### config.mk
export PLATFORM = sky130hd
export DESIGN_NAME = stepper_ramp_pulse_generator_unit
export DESIGN_NICKNAME = d
export VERILOG_FILES = /design/src/hw/rtl/srpg_pkg.sv /design/src/hw/rtl/srpg_div.sv /design/src/hw/rtl/srpg_dp.sv /design/src/hw/rtl/srpg_ctrl.sv /design/src/hw/rtl/stepper_ramp_pulse_generator_unit.sv
export VERILOG_INCLUDE_DIRS = /design/src /design/src/hw/rtl
export SDC_FILE = /design/constraint.sdc
export NUM_CORES = 1
export LEC_CHECK = 0
export BUFFER_PORTS_ARGS = -buffer_cell sky130_fd_sc_hd__buf_2
export CAP_MARGIN = 5
export CORE_MARGIN = 4
export CORE_UTILIZATION = 50
export CTS_CLUSTER_DIAMETER = 40
export CTS_CLUSTER_SIZE = 20
export DETAILED_ROUTE_END_ITERATION = 8
export PLACE_DENSITY_LB_ADDON = 0.08
export REMOVE_ABC_BUFFERS = 1
export SYNTH_ARGS = -nofsm -noshare
export SYNTH_HDL_FRONTEND = slang
export SYNTH_SLANG_ARGS = --single-unit
### constraint.sdc
create_clock -name clock -period 12.1 [get_ports clock]
set_clock_uncertainty 0.1 [all_clocks]
set_input_delay 1.21 -clock clock [delete_from_list [all_inputs] [get_ports clock]]
set_output_delay 1.21 -clock clock [all_outputs]
set_load 0.01 [all_outputs]
### src/hw/rtl/stepper_ramp_pulse_generator_unit_defines.svh
// assertion macros shared by the stepper ramp pulse generator rtl
`ifndef STEPPER_RAMP_PULSE_GENERATOR_UNIT_DEFINES_SVH
`define STEPPER_RAMP_PULSE_GENERATOR_UNIT_DEFINES_SVH

// same-cycle implication, checked outside reset
`define SRPG_ASSERT_NOW(label, clk, rst, ante, cons, msg) \
   label: assert property (@(posedge clk) disable iff (rst) (ante) |-> (cons)) \
      else $error(msg);

// next-cycle implication, checked outside reset
`define SRPG_ASSERT_NEXT(label, clk, rst, ante, cons, msg) \
   label: assert property (@(posedge clk) disable iff (rst) (ante) |=> (cons)) \
      else $error(msg);

`endif

### src/hw/rtl/srpg_pkg.sv
// shared types and constants of the stepper ramp pulse generator
package srpg_pkg;

   localparam int RATE_W    = 20;
   localparam int POS_W     = 32;
   localparam int CSR_IDX_W = 2;
   localparam int DIV_CNT_W = $clog2(RATE_W + 1);

   localparam int TICKS_PER_SECOND_DEF = 1000000;
   localparam int RATE_STEP_DEF        = 2;

   localparam logic [RATE_W-1:0] MIN_RATE_RST = 20'd100;
   localparam logic [RATE_W-1:0] MAX_RATE_RST = 20'd1000;

   localparam logic [CSR_IDX_W-1:0] CSR_MIN_RATE = 2'd0;
   localparam logic [CSR_IDX_W-1:0] CSR_MAX_RATE = 2'd1;

   typedef enum logic [2:0] {
      ST_IDLE,
      ST_EXEC,
      ST_MOVE,
      ST_DIV,
      ST_RESULT
   } srpg_state_type;

   typedef struct packed {
      logic accept;
      logic exec;
      logic move_fin;
      logic load_out;
   } srpg_cmd_type;

   typedef struct packed {
      logic move_start;
      logic need_div;
      logic div_busy;
      logic div_done;
   } srpg_status_type;

endpackage

### src/hw/rtl/srpg_div.sv
// radix-2 restoring divider: constant dividend over the step rate
module srpg_div #(
   parameter int DIVIDEND = srpg_pkg::TICKS_PER_SECOND_DEF
) (
   input  logic                        clock,
   input  logic                        reset,
   input  logic                        start,
   input  logic [srpg_pkg::RATE_W-1:0] divisor,
   output logic [srpg_pkg::RATE_W-1:0] quotient,
   output logic                        busy,
   output logic                        done
);
   import srpg_pkg::*;

   localparam logic [RATE_W-1:0]    DIVIDEND_V = RATE_W'(DIVIDEND);
   localparam logic [DIV_CNT_W-1:0] LAST_CNT   = DIV_CNT_W'(RATE_W - 1);

   logic                 busy_ff, busy_in;
   logic                 done_ff, done_in;
   logic [DIV_CNT_W-1:0] cnt_ff, cnt_in;
   logic [RATE_W-1:0]    rem_ff, rem_in;
   logic [RATE_W-1:0]    quo_ff, quo_in;
   logic [RATE_W-1:0]    den_ff, den_in;

   logic [RATE_W:0]      shifted;
   logic [RATE_W:0]      trial;
   logic                 fits;

   assign shifted = {rem_ff, quo_ff[RATE_W-1]};
   assign trial   = shifted - {1'b0, den_ff};
   assign fits    = shifted >= {1'b0, den_ff};

   always_comb begin
      busy_in = busy_ff;
      done_in = 1'b0;
      cnt_in  = cnt_ff;
      rem_in  = rem_ff;
      quo_in  = quo_ff;
      den_in  = den_ff;
      if (start) begin
         busy_in = 1'b1;
         cnt_in  = '0;
         rem_in  = '0;
         quo_in  = DIVIDEND_V;
         // a zero rate waits as long as a rate of one
         den_in  = (divisor == '0) ? RATE_W'(1) : divisor;
      end else if (busy_ff) begin
         rem_in = fits ? trial[RATE_W-1:0] : shifted[RATE_W-1:0];
         quo_in = {quo_ff[RATE_W-2:0], fits};
         cnt_in = cnt_ff + DIV_CNT_W'(1);
         if (cnt_ff == LAST_CNT) begin
            busy_in = 1'b0;
            done_in = 1'b1;
         end
      end
   end

   always_ff @(posedge clock) begin
      if (reset) begin
         busy_ff <= 1'b0;
         done_ff <= 1'b0;
         cnt_ff  <= '0;
      end else begin
         busy_ff <= busy_in;
         done_ff <= done_in;
         cnt_ff  <= cnt_in;
      end
   end

   always_ff @(posedge clock) begin
      rem_ff <= rem_in;
      quo_ff <= quo_in;
      den_ff <= den_in;
   end

   assign quotient = quo_ff;
   assign busy     = busy_ff;
   assign done     = done_ff;

endmodule

### src/hw/rtl/srpg_dp.sv
// datapath: move setup, step timing, rate ramp, settings and result register
`include "stepper_ramp_pulse_generator_unit_defines.svh"

module srpg_dp #(
   parameter int TICKS_PER_SECOND = srpg_pkg::TICKS_PER_SECOND_DEF,
   parameter int RATE_STEP        = srpg_pkg::RATE_STEP_DEF
) (
   input  logic                           clock,
   input  logic                           reset,
   input  srpg_pkg::srpg_cmd_type         cmd,
   output srpg_pkg::srpg_status_type      status,
   input  logic                           req_mode,
   input  logic [srpg_pkg::POS_W-1:0]     req_target_position,
   input  logic                           csr_write,
   input  logic [srpg_pkg::CSR_IDX_W-1:0] csr_index,
   input  logic [srpg_pkg::RATE_W-1:0]    csr_data,
   output logic                           rsp_step_pulse,
   output logic                           rsp_direction,
   output logic                           rsp_busy_res,
   output logic                           rsp_move_done,
   output logic                           rsp_rejected,
   output logic [srpg_pkg::POS_W-1:0]     rsp_current_position,
   output logic [srpg_pkg::RATE_W-1:0]    rsp_current_rate
);
   import srpg_pkg::*;

   localparam logic [RATE_W:0]   STEP_WIDE = (RATE_W + 1)'(RATE_STEP);
   localparam logic [RATE_W-1:0] STEP_N    = RATE_W'(RATE_STEP);

   // latched request beat
   logic                mode_ff, mode_in;
   logic [POS_W-1:0]    target_ff, target_in;

   logic [RATE_W-1:0]   min_rate_ff, min_rate_in;
   logic [RATE_W-1:0]   max_rate_ff, max_rate_in;

   logic [POS_W-1:0]    position_ff, position_in;
   logic [POS_W-1:0]    destination_ff, destination_in;
   logic [POS_W-1:0]    total_ff, total_in;
   logic [POS_W-1:0]    index_ff, index_in;
   logic [POS_W-1:0]    half_ff, half_in;
   logic [POS_W-1:0]    decel_ff, decel_in;
   logic [RATE_W-1:0]   rate_ff, rate_in;
   logic [RATE_W-1:0]   wait_ff, wait_in;
   logic                backward_ff, backward_in;
   logic                moving_ff, moving_in;
   logic [RATE_W-2:0]   ramp_ff, ramp_in;
   logic                pulse_ff, pulse_in;
   logic                done_ff, done_in;
   logic                rej_ff, rej_in;

   logic                fwd;
   logic [POS_W-1:0]    diff;
   logic [RATE_W-1:0]   span;
   logic [POS_W-1:0]    ramp_ext;
   logic [RATE_W-1:0]   wait_dec;
   logic                wait_end;
   logic                all_done;
   logic                move_start;
   logic                need_div;
   logic                ramp_up;
   logic                ramp_down;
   logic [RATE_W:0]     rate_sum;
   logic [RATE_W-1:0]   rate_up;
   logic [RATE_W-1:0]   rate_dn;
   logic [RATE_W-1:0]   rate_next;
   logic [RATE_W-1:0]   div_quo;
   logic                div_busy;
   logic                div_done;

   assign fwd      = target_ff > position_ff;
   assign diff     = fwd ? (target_ff - position_ff) : (position_ff - target_ff);
   assign span     = (max_rate_ff >= min_rate_ff) ? (max_rate_ff - min_rate_ff) : '0;
   assign ramp_ext = {{(POS_W - RATE_W + 1){1'b0}}, ramp_ff};

   assign wait_dec = (wait_ff != '0) ? (wait_ff - RATE_W'(1)) : '0;
   assign wait_end = (wait_dec == '0);
   assign all_done = index_ff >= total_ff;

   assign move_start = mode_ff && !moving_ff;
   assign need_div   = !mode_ff && moving_ff && wait_end && !all_done;

   assign ramp_up   = (rate_ff <= max_rate_ff) && (index_ff < half_ff);
   assign ramp_down = (rate_ff > min_rate_ff) && (index_ff > half_ff)
                      && (index_ff >= decel_ff);
   assign rate_sum  = {1'b0, rate_ff} + STEP_WIDE;
   assign rate_up   = rate_sum[RATE_W] ? '1 : rate_sum[RATE_W-1:0];
   assign rate_dn   = (rate_ff > STEP_N) ? (rate_ff - STEP_N) : '0;
   assign rate_next = ramp_up ? rate_up : (ramp_down ? rate_dn : rate_ff);

   srpg_div #(
      .DIVIDEND (TICKS_PER_SECOND)
   ) u_div (
      .clock    (clock),
      .reset    (reset),
      .start    (cmd.exec && need_div),
      .divisor  (rate_ff),
      .quotient (div_quo),
      .busy     (div_busy),
      .done     (div_done)
   );

   always_comb begin
      status.move_start = move_start;
      status.need_div   = need_div;
      status.div_busy   = div_busy;
      status.div_done   = div_done;
   end

   always_comb begin
      min_rate_in = min_rate_ff;
      max_rate_in = max_rate_ff;
      if (csr_write) begin
         unique case (csr_index)
            CSR_MIN_RATE: min_rate_in = csr_data;
            CSR_MAX_RATE: max_rate_in = csr_data;
            default: ;
         endcase
      end
   end

   always_comb begin
      mode_in        = mode_ff;
      target_in      = target_ff;
      position_in    = position_ff;
      destination_in = destination_ff;
      total_in       = total_ff;
      index_in       = index_ff;
      half_in        = half_ff;
      decel_in       = decel_ff;
      rate_in        = rate_ff;
      wait_in        = wait_ff;
      backward_in    = backward_ff;
      moving_in      = moving_ff;
      ramp_in        = ramp_ff;
      pulse_in       = pulse_ff;
      done_in        = done_ff;
      rej_in         = rej_ff;

      if (cmd.accept) begin
         mode_in   = req_mode;
         target_in = req_target_position;
      end

      if (cmd.exec) begin
         pulse_in = 1'b0;
         done_in  = 1'b0;
         rej_in   = 1'b0;
         if (mode_ff) begin
            if (moving_ff) begin
               rej_in = 1'b1;
            end else begin
               backward_in    = !fwd;
               total_in       = diff;
               half_in        = diff >> 1;
               ramp_in        = span[RATE_W-1:1];
               destination_in = target_ff;
               index_in       = '0;
               wait_in        = '0;
               if (diff == '0) begin
                  position_in = target_ff;
                  rate_in     = '0;
                  done_in     = 1'b1;
               end else begin
                  rate_in   = min_rate_ff;
                  moving_in = 1'b1;
               end
            end
         end else if (moving_ff) begin
            wait_in = wait_dec;
            if (wait_end) begin
               if (all_done) begin
                  position_in = destination_ff;
                  moving_in   = 1'b0;
                  rate_in     = '0;
                  done_in     = 1'b1;
               end else begin
                  // wait for the next step comes from the divider
                  pulse_in = 1'b1;
                  rate_in  = rate_next;
                  index_in = index_ff + POS_W'(1);
               end
            end
         end
      end

      if (cmd.move_fin) begin
         decel_in = (ramp_ext > total_ff) ? half_ff : (total_ff - ramp_ext);
      end

      if (div_done) begin
         wait_in = div_quo;
      end
   end

   always_ff @(posedge clock) begin
      if (reset) begin
         min_rate_ff    <= MIN_RATE_RST;
         max_rate_ff    <= MAX_RATE_RST;
         position_ff    <= '0;
         destination_ff <= '0;
         total_ff       <= '0;
         index_ff       <= '0;
         half_ff        <= '0;
         decel_ff       <= '0;
         rate_ff        <= '0;
         wait_ff        <= '0;
         backward_ff    <= 1'b0;
         moving_ff      <= 1'b0;
      end else begin
         min_rate_ff    <= min_rate_in;
         max_rate_ff    <= max_rate_in;
         position_ff    <= position_in;
         destination_ff <= destination_in;
         total_ff       <= total_in;
         index_ff       <= index_in;
         half_ff        <= half_in;
         decel_ff       <= decel_in;
         rate_ff        <= rate_in;
         wait_ff        <= wait_in;
         backward_ff    <= backward_in;
         moving_ff      <= moving_in;
      end
   end

   always_ff @(posedge clock) begin
      mode_ff   <= mode_in;
      target_ff <= target_in;
      ramp_ff   <= ramp_in;
      pulse_ff  <= pulse_in;
      done_ff   <= done_in;
      rej_ff    <= rej_in;
   end

   // result register, loaded once per beat
   always_ff @(posedge clock) begin
      if (cmd.load_out) begin
         rsp_step_pulse       <= pulse_ff;
         rsp_direction        <= backward_ff;
         rsp_busy_res         <= moving_ff;
         rsp_move_done        <= done_ff;
         rsp_rejected         <= rej_ff;
         rsp_current_position <= position_ff;
         rsp_current_rate     <= moving_ff ? rate_ff : '0;
      end
   end

   `SRPG_ASSERT_NOW(a_moving_has_steps, clock, reset, moving_ff, total_ff != '0, "move without steps")
   `SRPG_ASSERT_NOW(a_index_in_range, clock, reset, moving_ff, index_ff <= total_ff, "step index past total")
   `SRPG_ASSERT_NOW(a_wait_only_moving, clock, reset, wait_ff != '0, moving_ff, "step wait while idle")

endmodule

### src/hw/rtl/srpg_ctrl.sv
// controller: sequences one beat through execute, move setup, divide and result
`include "stepper_ramp_pulse_generator_unit_defines.svh"

module srpg_ctrl (
   input  logic                      clock,
   input  logic                      reset,
   input  logic                      req_valid,
   output logic                      req_stall,
   output logic                      rsp_valid,
   input  logic                      rsp_stall,
   output srpg_pkg::srpg_cmd_type    cmd,
   input  srpg_pkg::srpg_status_type status
);
   import srpg_pkg::*;

   srpg_state_type state_ff, state_in;
   logic           rsp_valid_ff, rsp_valid_in;
   logic           out_free;

   assign out_free = !rsp_valid_ff || !rsp_stall;

   always_comb begin
      state_in = state_ff;
      unique case (state_ff)
         ST_IDLE: begin
            if (req_valid) state_in = ST_EXEC;
         end
         ST_EXEC: begin
            if (status.move_start) state_in = ST_MOVE;
            else if (status.need_div) state_in = ST_DIV;
            else state_in = ST_RESULT;
         end
         ST_MOVE: begin
            state_in = ST_RESULT;
         end
         ST_DIV: begin
            if (status.div_done) state_in = ST_RESULT;
         end
         ST_RESULT: begin
            if (out_free) state_in = ST_IDLE;
         end
         default: state_in = ST_IDLE;
      endcase
   end

   always_comb begin
      cmd.accept   = 1'b0;
      cmd.exec     = 1'b0;
      cmd.move_fin = 1'b0;
      cmd.load_out = 1'b0;
      req_stall    = 1'b1;
      unique case (state_ff)
         ST_IDLE: begin
            req_stall  = 1'b0;
            cmd.accept = req_valid;
         end
         ST_EXEC:   cmd.exec     = 1'b1;
         ST_MOVE:   cmd.move_fin = 1'b1;
         ST_DIV:    ;
         ST_RESULT: cmd.load_out = out_free;
         default:   ;
      endcase
   end

   // result beat stays until taken
   always_comb begin
      rsp_valid_in = rsp_valid_ff && rsp_stall;
      if (cmd.load_out) rsp_valid_in = 1'b1;
   end

   always_ff @(posedge clock) begin
      if (reset) begin
         state_ff     <= ST_IDLE;
         rsp_valid_ff <= 1'b0;
      end else begin
         state_ff     <= state_in;
         rsp_valid_ff <= rsp_valid_in;
      end
   end

   assign rsp_valid = rsp_valid_ff;

   `SRPG_ASSERT_NEXT(a_accept_to_exec, clock, reset, cmd.accept, state_ff == ST_EXEC, "accept did not start execute")
   `SRPG_ASSERT_NOW(a_div_done_in_div, clock, reset, status.div_done, state_ff == ST_DIV, "divider finished outside divide state")
   `SRPG_ASSERT_NOW(a_div_runs, clock, reset, state_ff == ST_DIV, status.div_busy || status.div_done, "divide state with idle divider")
   `SRPG_ASSERT_NEXT(a_load_sets_valid, clock, reset, cmd.load_out, rsp_valid_ff, "result load lost")

endmodule

### src/hw/rtl/stepper_ramp_pulse_generator_unit.sv
// top level of the stepper ramp pulse generator
//
// req_ channel: one beat is either a one-microsecond tick (req_mode 0) or a
// move to the absolute position req_target_position (req_mode 1). A beat is
// taken when req_valid is high and req_stall low; one beat is worked at a time.
// rsp_ channel: exactly one result beat per request beat, in order, held in an
// output register until rsp_valid is high and rsp_stall low.
// csr_ channel: index 0 writes min_rate, index 1 writes max_rate, others are
// dropped; csr_ready is always high. Write only while no beat is in flight.
// A tick without a step or a rejected move goes from execute straight to the
// result state, an accepted move passes through the move setup state, and a
// tick that issues a step waits in the divide state while the 20-step bit-serial
// divider works out the next wait. The next request is taken in the cycle
// after the result is loaded, even while that result still waits behind
// rsp_stall; a stalled result holds the following beat in the result state
// until the register frees.
// Reset clears position, the move and rsp_valid and loads the
// default rates (min 100, max 1000 steps per second).
module stepper_ramp_pulse_generator_unit #(
   parameter int TICKS_PER_SECOND = srpg_pkg::TICKS_PER_SECOND_DEF,
   parameter int RATE_STEP        = srpg_pkg::RATE_STEP_DEF
) (
   input  logic                           clock,
   input  logic                           reset,
   input  logic                           req_valid,
   output logic                           req_stall,
   input  logic                           req_mode,
   input  logic [srpg_pkg::POS_W-1:0]     req_target_position,
   output logic                           rsp_valid,
   input  logic                           rsp_stall,
   output logic                           rsp_step_pulse,
   output logic                           rsp_direction,
   output logic                           rsp_busy_res,
   output logic                           rsp_move_done,
   output logic                           rsp_rejected,
   output logic [srpg_pkg::POS_W-1:0]     rsp_current_position,
   output logic [srpg_pkg::RATE_W-1:0]    rsp_current_rate,
   input  logic                           csr_valid,
   output logic                           csr_ready,
   input  logic [srpg_pkg::CSR_IDX_W-1:0] csr_index,
   input  logic [srpg_pkg::RATE_W-1:0]    csr_data
);
   import srpg_pkg::*;

   srpg_cmd_type    cmd;
   srpg_status_type status;

   assign csr_ready = 1'b1;

   srpg_ctrl u_ctrl (
      .clock     (clock),
      .reset     (reset),
      .req_valid (req_valid),
      .req_stall (req_stall),
      .rsp_valid (rsp_valid),
      .rsp_stall (rsp_stall),
      .cmd       (cmd),
      .status    (status)
   );

   srpg_dp #(
      .TICKS_PER_SECOND (TICKS_PER_SECOND),
      .RATE_STEP        (RATE_STEP)
   ) u_dp (
      .clock                (clock),
      .reset                (reset),
      .cmd                  (cmd),
      .status               (status),
      .req_mode             (req_mode),
      .req_target_position  (req_target_position),
      .csr_write            (csr_valid && csr_ready),
      .csr_index            (csr_index),
      .csr_data             (csr_data),
      .rsp_step_pulse       (rsp_step_pulse),
      .rsp_direction        (rsp_direction),
      .rsp_busy_res         (rsp_busy_res),
      .rsp_move_done        (rsp_move_done),
      .rsp_rejected         (rsp_rejected),
      .rsp_current_position (rsp_current_position),
      .rsp_current_rate     (rsp_current_rate)
   );

endmodule
# ---- Yosys cells after proc, flatten, opt, wreduce, memory -nomap -nowiden
# Cells that the tools add are included.
# W data, S select, Z words.
dict set report word_totals {
  regBits 456
  inputBits 60
  word_cells 168
  out_inout_bits 60
}
dict set report op_classes {
  order_cmp 11
  n_addsub 10
  n_mux 59
  bitwise 3
  eq_ne 12
  n_reduce_logical 40
}
# operator count
set op_table {}
lappend op_table {{$mux W32} 13}
lappend op_table {{$mux W20} 17}
lappend op_table {{$ge A32 B32 Y1} 2}
lappend op_table {{$sub A32 B32 Y32} 2}
lappend op_table {{$logic_not A20 Y1} 2}
lappend op_table {{$sub A20 B20 Y20} 2}
lappend op_table {{$add A32 B1 Y32 const B} 1}
lappend op_table {{$gt A19 B32 Y1} 1}
lappend op_table {{$gt A32 B31 Y1} 1}
lappend op_table {{$gt A32 B32 Y1} 1}
lappend op_table {{$logic_not A32 Y1} 1}
lappend op_table {{$lt A32 B31 Y1} 1}
lappend op_table {{$sub A32 B19 Y32} 1}
lappend op_table {{$mux W1} 23}
lappend op_table {{$add A20 B2 Y21 const B} 1}
lappend op_table {{$ge A21 B20 Y1} 1}
lappend op_table {{$ge A20 B20 Y1} 1}
lappend op_table {{$gt A20 B2 Y1 const B} 1}
lappend op_table {{$gt A20 B20 Y1} 1}
lappend op_table {{$le A20 B20 Y1} 1}
lappend op_table {{$reduce_bool A20 Y1} 1}
lappend op_table {{$sub A20 B1 Y20 const B} 1}
lappend op_table {{$sub A20 B2 Y20 const B} 1}
lappend op_table {{$mux W3} 5}
lappend op_table {{other kinds (25)} 53}

# ---- Logic depth before layout (Yosys ltp)
dict set report logic_depth {
  ltp_word 9
  ltp_mapped 20
  depth_no_buf 16
}

# ---- Cells and area by module
# A second synthesis with hierarchy kept.
dict set report unflattened {
  hier_cells 3274
  hier_area_um2 27986.8
}
# mod instances area_each_um2 cells_each seq_area_each_um2
set by_module_without_submodules {}
lappend by_module_without_submodules {srpg_dp 1 23871.6 2818 8207.9}
lappend by_module_without_submodules {srpg_div 1 3876.2 426 1541.5}
lappend by_module_without_submodules {srpg_ctrl 1 227.7 28 80.1}
lappend by_module_without_submodules {stepper_ramp_pulse_generator_unit 1 11.3 2 0.0}

# ---- Worst setup path before layout
# Ideal clock, no wire load.
dict set report synth_timing {
  path_kind {input to register}
  start {input port rsp_stall}
  end {register u_dp.rsp_busy_res (enable)}
  n_path_buf 0
  setup_ns 0.491
  required_ns 11.509
  path_stages 1
  arrival_time_ns 3.930
  setup_slack_ns 7.579
  cell_sequence {a21oi_1}
}
dict set report synth_between {
  elab_chain_cells 3
}
# item line
set synth_lines {}
lappend synth_lines {{from (decl)} stepper_ramp_pulse_generator_unit.sv:30} ;# input logic rsp_stall,
lappend synth_lines {{$logic_not A1 Y1} srpg_ctrl.sv:20} ;# assign out_free = !rsp_valid_ff || !rsp_stall;
lappend synth_lines {{$logic_or A1 B1 Y1} srpg_ctrl.sv:20}
lappend synth_lines {{$mux W1} srpg_ctrl.sv:52} ;# unique case (state_ff)
lappend synth_lines {{to (signal assigned)} srpg_dp.sv:240} ;# rsp_busy_res <= moving_ff;
lappend synth_lines {{to (decl)} srpg_dp.sv:19} ;# output logic rsp_busy_res,
# Every way passes these cells.
# A chain may end at the register's enable or synchronous reset.

# ---- Final worst setup path
dict set report layout_timing {
  start {register u_dp.target_ff[7]}
  end {register u_dp.position_ff[18]}
}
dict set report layout_between {
  elab_chain_cells 5
  word_cells_on_any_way 7
  classes_between {add/sub (2); order compare (1); mux (1); reduce/logical (3)}
}
# item line
set layout_lines {}
lappend layout_lines {{from (decl)} srpg_dp.sv:32} ;# logic [POS_W-1:0] target_ff, target_in;
lappend layout_lines {{from (signal assigned)} srpg_dp.sv:228} ;# target_ff <= target_in;
lappend layout_lines {{$sub A32 B32 Y32 or $gt A32 B32 Y1 (tied branches)} {srpg_dp.sv:72, srpg_dp.sv:71}}
lappend layout_lines {{$mux W32 (*)} srpg_dp.sv:72} ;# assign diff = fwd ? (target_ff - position_ff) : (position_ff - target_ff);
lappend layout_lines {{$logic_not A32 Y1 (*)} srpg_dp.sv:160} ;# if (diff == '0) begin
lappend layout_lines {{$reduce_bool A2 Y1 (no line) (*)} -}
lappend layout_lines {{$reduce_and A6 Y1 (no line) (*)} -}
lappend layout_lines {{to (signal assigned)} srpg_dp.sv:213} ;# position_ff <= position_in;
lappend layout_lines {{to (decl)} srpg_dp.sv:37} ;# logic [POS_W-1:0] position_ff, position_in;
# Mark *: on every way between the ends. The rest lies on a longest branch, timed or not.

==> summary.txt <==
Run status
  • Status: finished clean

Synthesis
  • Mapped Cells: 3257
  • Post-synthesis sequential area ratio: about 36%
  • Syn avg cell area: around 8.4 um^2
  • Asr flop ratio synth: 0%
  • Netlist cell types: 90
  • Largest area contributor in the netlist: dfxtp_1
  • Post-synth EDFFs: 132
  • Ys Warns: 0
  • Most common flop cell mapped by yosys: dfxtp_1
  • Mapped Area: approximately 27000 um^2
  • Top cell type's share of synthesized area: 21.35%
  • Top post-synthesis cells by area: dfxtp_1, edfxtp_1, ha_1, a21oi_1, nand2_1
  • Yosys reg bits: around 430

Critical path
  • Reg2Reg Depth: 15
  • CP arrival: approximately 6.4 ns
  • Worst reg2reg path endpoint: u_dp.position_ff[18]$_SDFFE_PP0P_
  • Startpoint types: flip-flop
  • WP data required: 12.50 ns
  • Setup CP Type: flip-flop to flip-flop
  • Crit Path Max Fanout: 64
  • Crit. End Element: flip-flop
  • Worst R2R Start: u_dp.target_ff[7]$_DFFE_PP_
  • Reg2Reg Setup Slack: about 6 ns

Clock network
  • Post-CTS Setup Inserts: 0
  • Hold buffers post-CTS: 0
  • Clk sinks: roughly 430
  • Clock transition at the registers of the reported paths: around 0.060 ns
  • Root Driver: clkbuf_16
  • Post-cts repair resize count: 0
  • TritonCTS Buffers: 75
  • Clock buffer depth: 3
  • H-tree levels: 3
  • CTS tree: built
  • Clock latency on the worst-skew pair: between 0.6 and 0.7 ns

Placed design
  • Dpl cells: about 3900
  • Post-DP HPWL: ~55000 um
  • PortBufs: roughly 120
  • Pre-CTS WS: 6.115 ns
  • Gp weighted congestion: approximately 0.96

Floorplanning
  • Row count: 85
  • Die area: approximately 59000 um^2
  • I/O Pins: 120
  • Total core area: 54130 um^2
  • Die Ht: approximately 240 um
  • Initial Utilization: 50.75%
  • Chip width: ~240 um

Timing
  • Relative slew slack: about a quarter
  • Final Hold Vio Count: 0
  • F_max: about 170 MHz
  • RSZ-0062 raised after global routing: false
  • TNS Setup: 0 ns
  • Slew at the pin closest to its max-slew limit: 1.116 ns
  • Fin. max-slew vios: 0
  • Period utilisation layout: between 40% and 50%
  • Final worst slack: 6.070 ns
  • # setup viols final: 0
  • Fin crit period: ~6.0 ns

Finish
  • Non-Filler Instances: a little over 4000
  • Sequential cell area: about 9800 um^2
  • Layout cells sized above 1: around 9.7%
  • Ant. Diodes: 0
  • Area growth from synthesis to layout: 12.35%
  • Fill count: 4889
  • Commonest non-fill, non-tap cell in the layout: nand2_1
  • Nets: between 3000 and 4000
  • Most frequent cells in the layout: nand2_1, nor2_1, a21oi_1
  • Area of the multi-input gates: approximately 16000 um^2

Run
  • Max-Cap Viols: 0

Min path
  • Hold crit path type: flip-flop to flip-flop
  • Hold Path Sink: u_dp.rsp_rejected$_DFFE_PP_
  • Hold_sp: u_dp.rej_ff$_SDFFCE_PN0N_
  • Worst hold stages: 0

GRT
  • Total congestion overflow: 0
  • Largest net degree at the start of global routing: 70
  • Tot GR Track Use: between 20% and 30%
  • Wire length of the first global-routing pass: roughly 120000 um
  • Vias in the first global route: 23109
  • Initial antenna violation count: 2

Drt
  • DRC Markers: 0
  • WL final: approximately 76000 um
  • Iter 0 DRT Violations: approximately 1500
  • DR pass1 iterations: 6
  • ANT nets after route: 0
  • Via density: ~5.9
  • Post-DR wirelength/cell: approximately 19 um
  • Vias: around 24000

Pwr
  • Net Switching: 1847 uW
  • PwrDens: around 170 nW/um^2
  • Sw Share: roughly a third
  • Cell Int Power: ~3500 uW
  • Clock power share: just under 40%
  • Flop pwr share: between 30 and 40%
  • VDD IR max: roughly 120 uV
  • Leakage: roughly 0.013 uW
  • Gate power share: around 28%
power groups by stage:
stage                     Combinational (uW)  Sequential, uW  Clock [uW]
after global routing                    1660            1760        2220
after floorplan                         1080            1730           0
final                                   1480            1750        2110
after CTS                               1470            1750        2150
after global placement                  1440            1770           0
after detailed placement                1460            1770           0
cells in the mapped netlist (11+ instances only):
| master | count |
|---|---|
| nand3_1 | 52 |
| and3_1 | 32 |
| clkbuf_1 | 155 |
| or3_1 | 16 |
| o211ai_1 | 12 |
| inv_1 | 247 |
| nand4_1 | 56 |
| buf_2 | 19 |
| a21oi_1 | 298 |
| ha_1 | 267 |
| a21boi_0 | 11 |
| nand2_1 | 326 |
| a31oi_1 | 36 |
| nand2b_1 | 31 |
| nor3_1 | 69 |
| a211o_1 | 12 |
| a2111oi_0 | 13 |
| o21a_1 | 19 |
| o21bai_1 | 11 |
| a21o_1 | 76 |
| or4_1 | 12 |
| xnor2_1 | 71 |
| nor2b_1 | 27 |
| a211oi_1 | 102 |
| nor2_1 | 302 |
| mux2i_1 | 69 |
| nor3b_1 | 12 |
| xor2_1 | 66 |
| dfxtp_1 | 293 |
| nor4_1 | 29 |
| o31ai_1 | 12 |
| edfxtp_1 | 132 |
| o21ai_0 | 141 |
| a311oi_1 | 39 |
| and2_1 | 28 |
per-layer routing:
layer	vias to the layer above	part of all wire, %	track usage [%]
met2	603	47	42.21
met3	147	4.8	3.763
met4	2	2.8	7.717
met5	-	0.017	0
met1	11260	46	33.65
li1	11695	-	-
logic make-up after synthesis:
group,count (synthesis),share of synthesized area [%]
AND/OR/NAND/NOR,1044,18.17
XOR/XNOR,137,4.368
flip-flops,425,35.78
adder cells (fa/ha/maj),272,12.53
buffers and inverters,446,6.495
AO/OA/AOI/OAI,859,19.96
multiplexers,73,2.678
other,1,0.01365
registers in the layout, summed over array words and instances (netlist names), 3 cells and up:
signal	cells
u_dp.ramp_ff	19
u_dp.rsp_current_position	32
u_dp.min_rate_ff	20
u_dp.u_div.quotient	20
u_dp.decel_ff	32
u_dp.u_div.rem_ff	20
u_dp.total_ff	32
u_dp.u_div.cnt_ff	5
u_dp.u_div.den_ff	20
u_dp.rsp_current_rate	20
u_dp.position_ff	32
u_ctrl.state_ff	3
u_dp.destination_ff	32
u_dp.target_ff	32
u_dp.rate_ff	20
u_dp.wait_ff	20
u_dp.index_ff	32
u_dp.max_rate_ff	20
per-stage QoR:
stage	instance area (um^2)	util, %	power (uW)	hold WS (ns)
2_1_floorplan	26620	-	2809	0.3003
3_5_place_dp	28330	52.33	3238	0.3183
3_3_place_gp	28330	52.33	3207	0.3079
6_report	30860	57.01	5344	0.3229
5_1_grt	30860	57.01	5647	0.3296
4_1_cts	30860	57.01	5374	0.3254
critical path, stage by stage, from the launching register on:
cell and delay [ns]:
edfxtp_1 0.45, ha_1 0.64, nand4_1 0.21, or2_1 0.29
nor4_1 0.66, and2b_1 0.27, nor3b_2 0.19, nor2_2 0.88
nand2_1 0.17, nor4_1 0.36, o21ai_1 0.13, nor4_2 0.32
a31o_2 0.20, buf_4 0.56, a21oi_1 0.16, a311oi_1 0.31
worst max-delay path by stage:
stage                                            start                           endpoint  slack [ns]  cells past startpoint
after global placement     u_dp.target_ff[7]$_DFFE_PP_   u_dp.position_ff[7]$_SDFFE_PP0P_        6.31                     15
after CTS                  u_dp.target_ff[7]$_DFFE_PP_   u_dp.position_ff[7]$_SDFFE_PP0P_        6.09                     15
after global routing       u_dp.target_ff[7]$_DFFE_PP_   u_dp.position_ff[7]$_SDFFE_PP0P_        5.65                     15
final                      u_dp.target_ff[7]$_DFFE_PP_  u_dp.position_ff[18]$_SDFFE_PP0P_        6.07                     15
after detailed placement   u_dp.target_ff[7]$_DFFE_PP_   u_dp.position_ff[7]$_SDFFE_PP0P_        6.12                     15
after floorplan           u_dp.wait_ff[4]$_SDFFE_PP0P_    u_ctrl.state_ff[0]$_SDFFE_PP0P_        5.03                     12
area by class of cell:
| type | count | area share (%) |
|---|---|---|
| Tap cell | 696 | 2.822 |
| Clock inverter | 51 | 1.743 |
| Sequential cell | 425 | 31.85 |
| Inverter | 248 | 3.020 |
| Timing Repair Buffer | 144 | 2.566 |
| Clock buffer | 87 | 6.466 |
| Multi-Input combinational cell | 2386 | 51.53 |
Note: power is estimated with default switching activity, not from simulation.
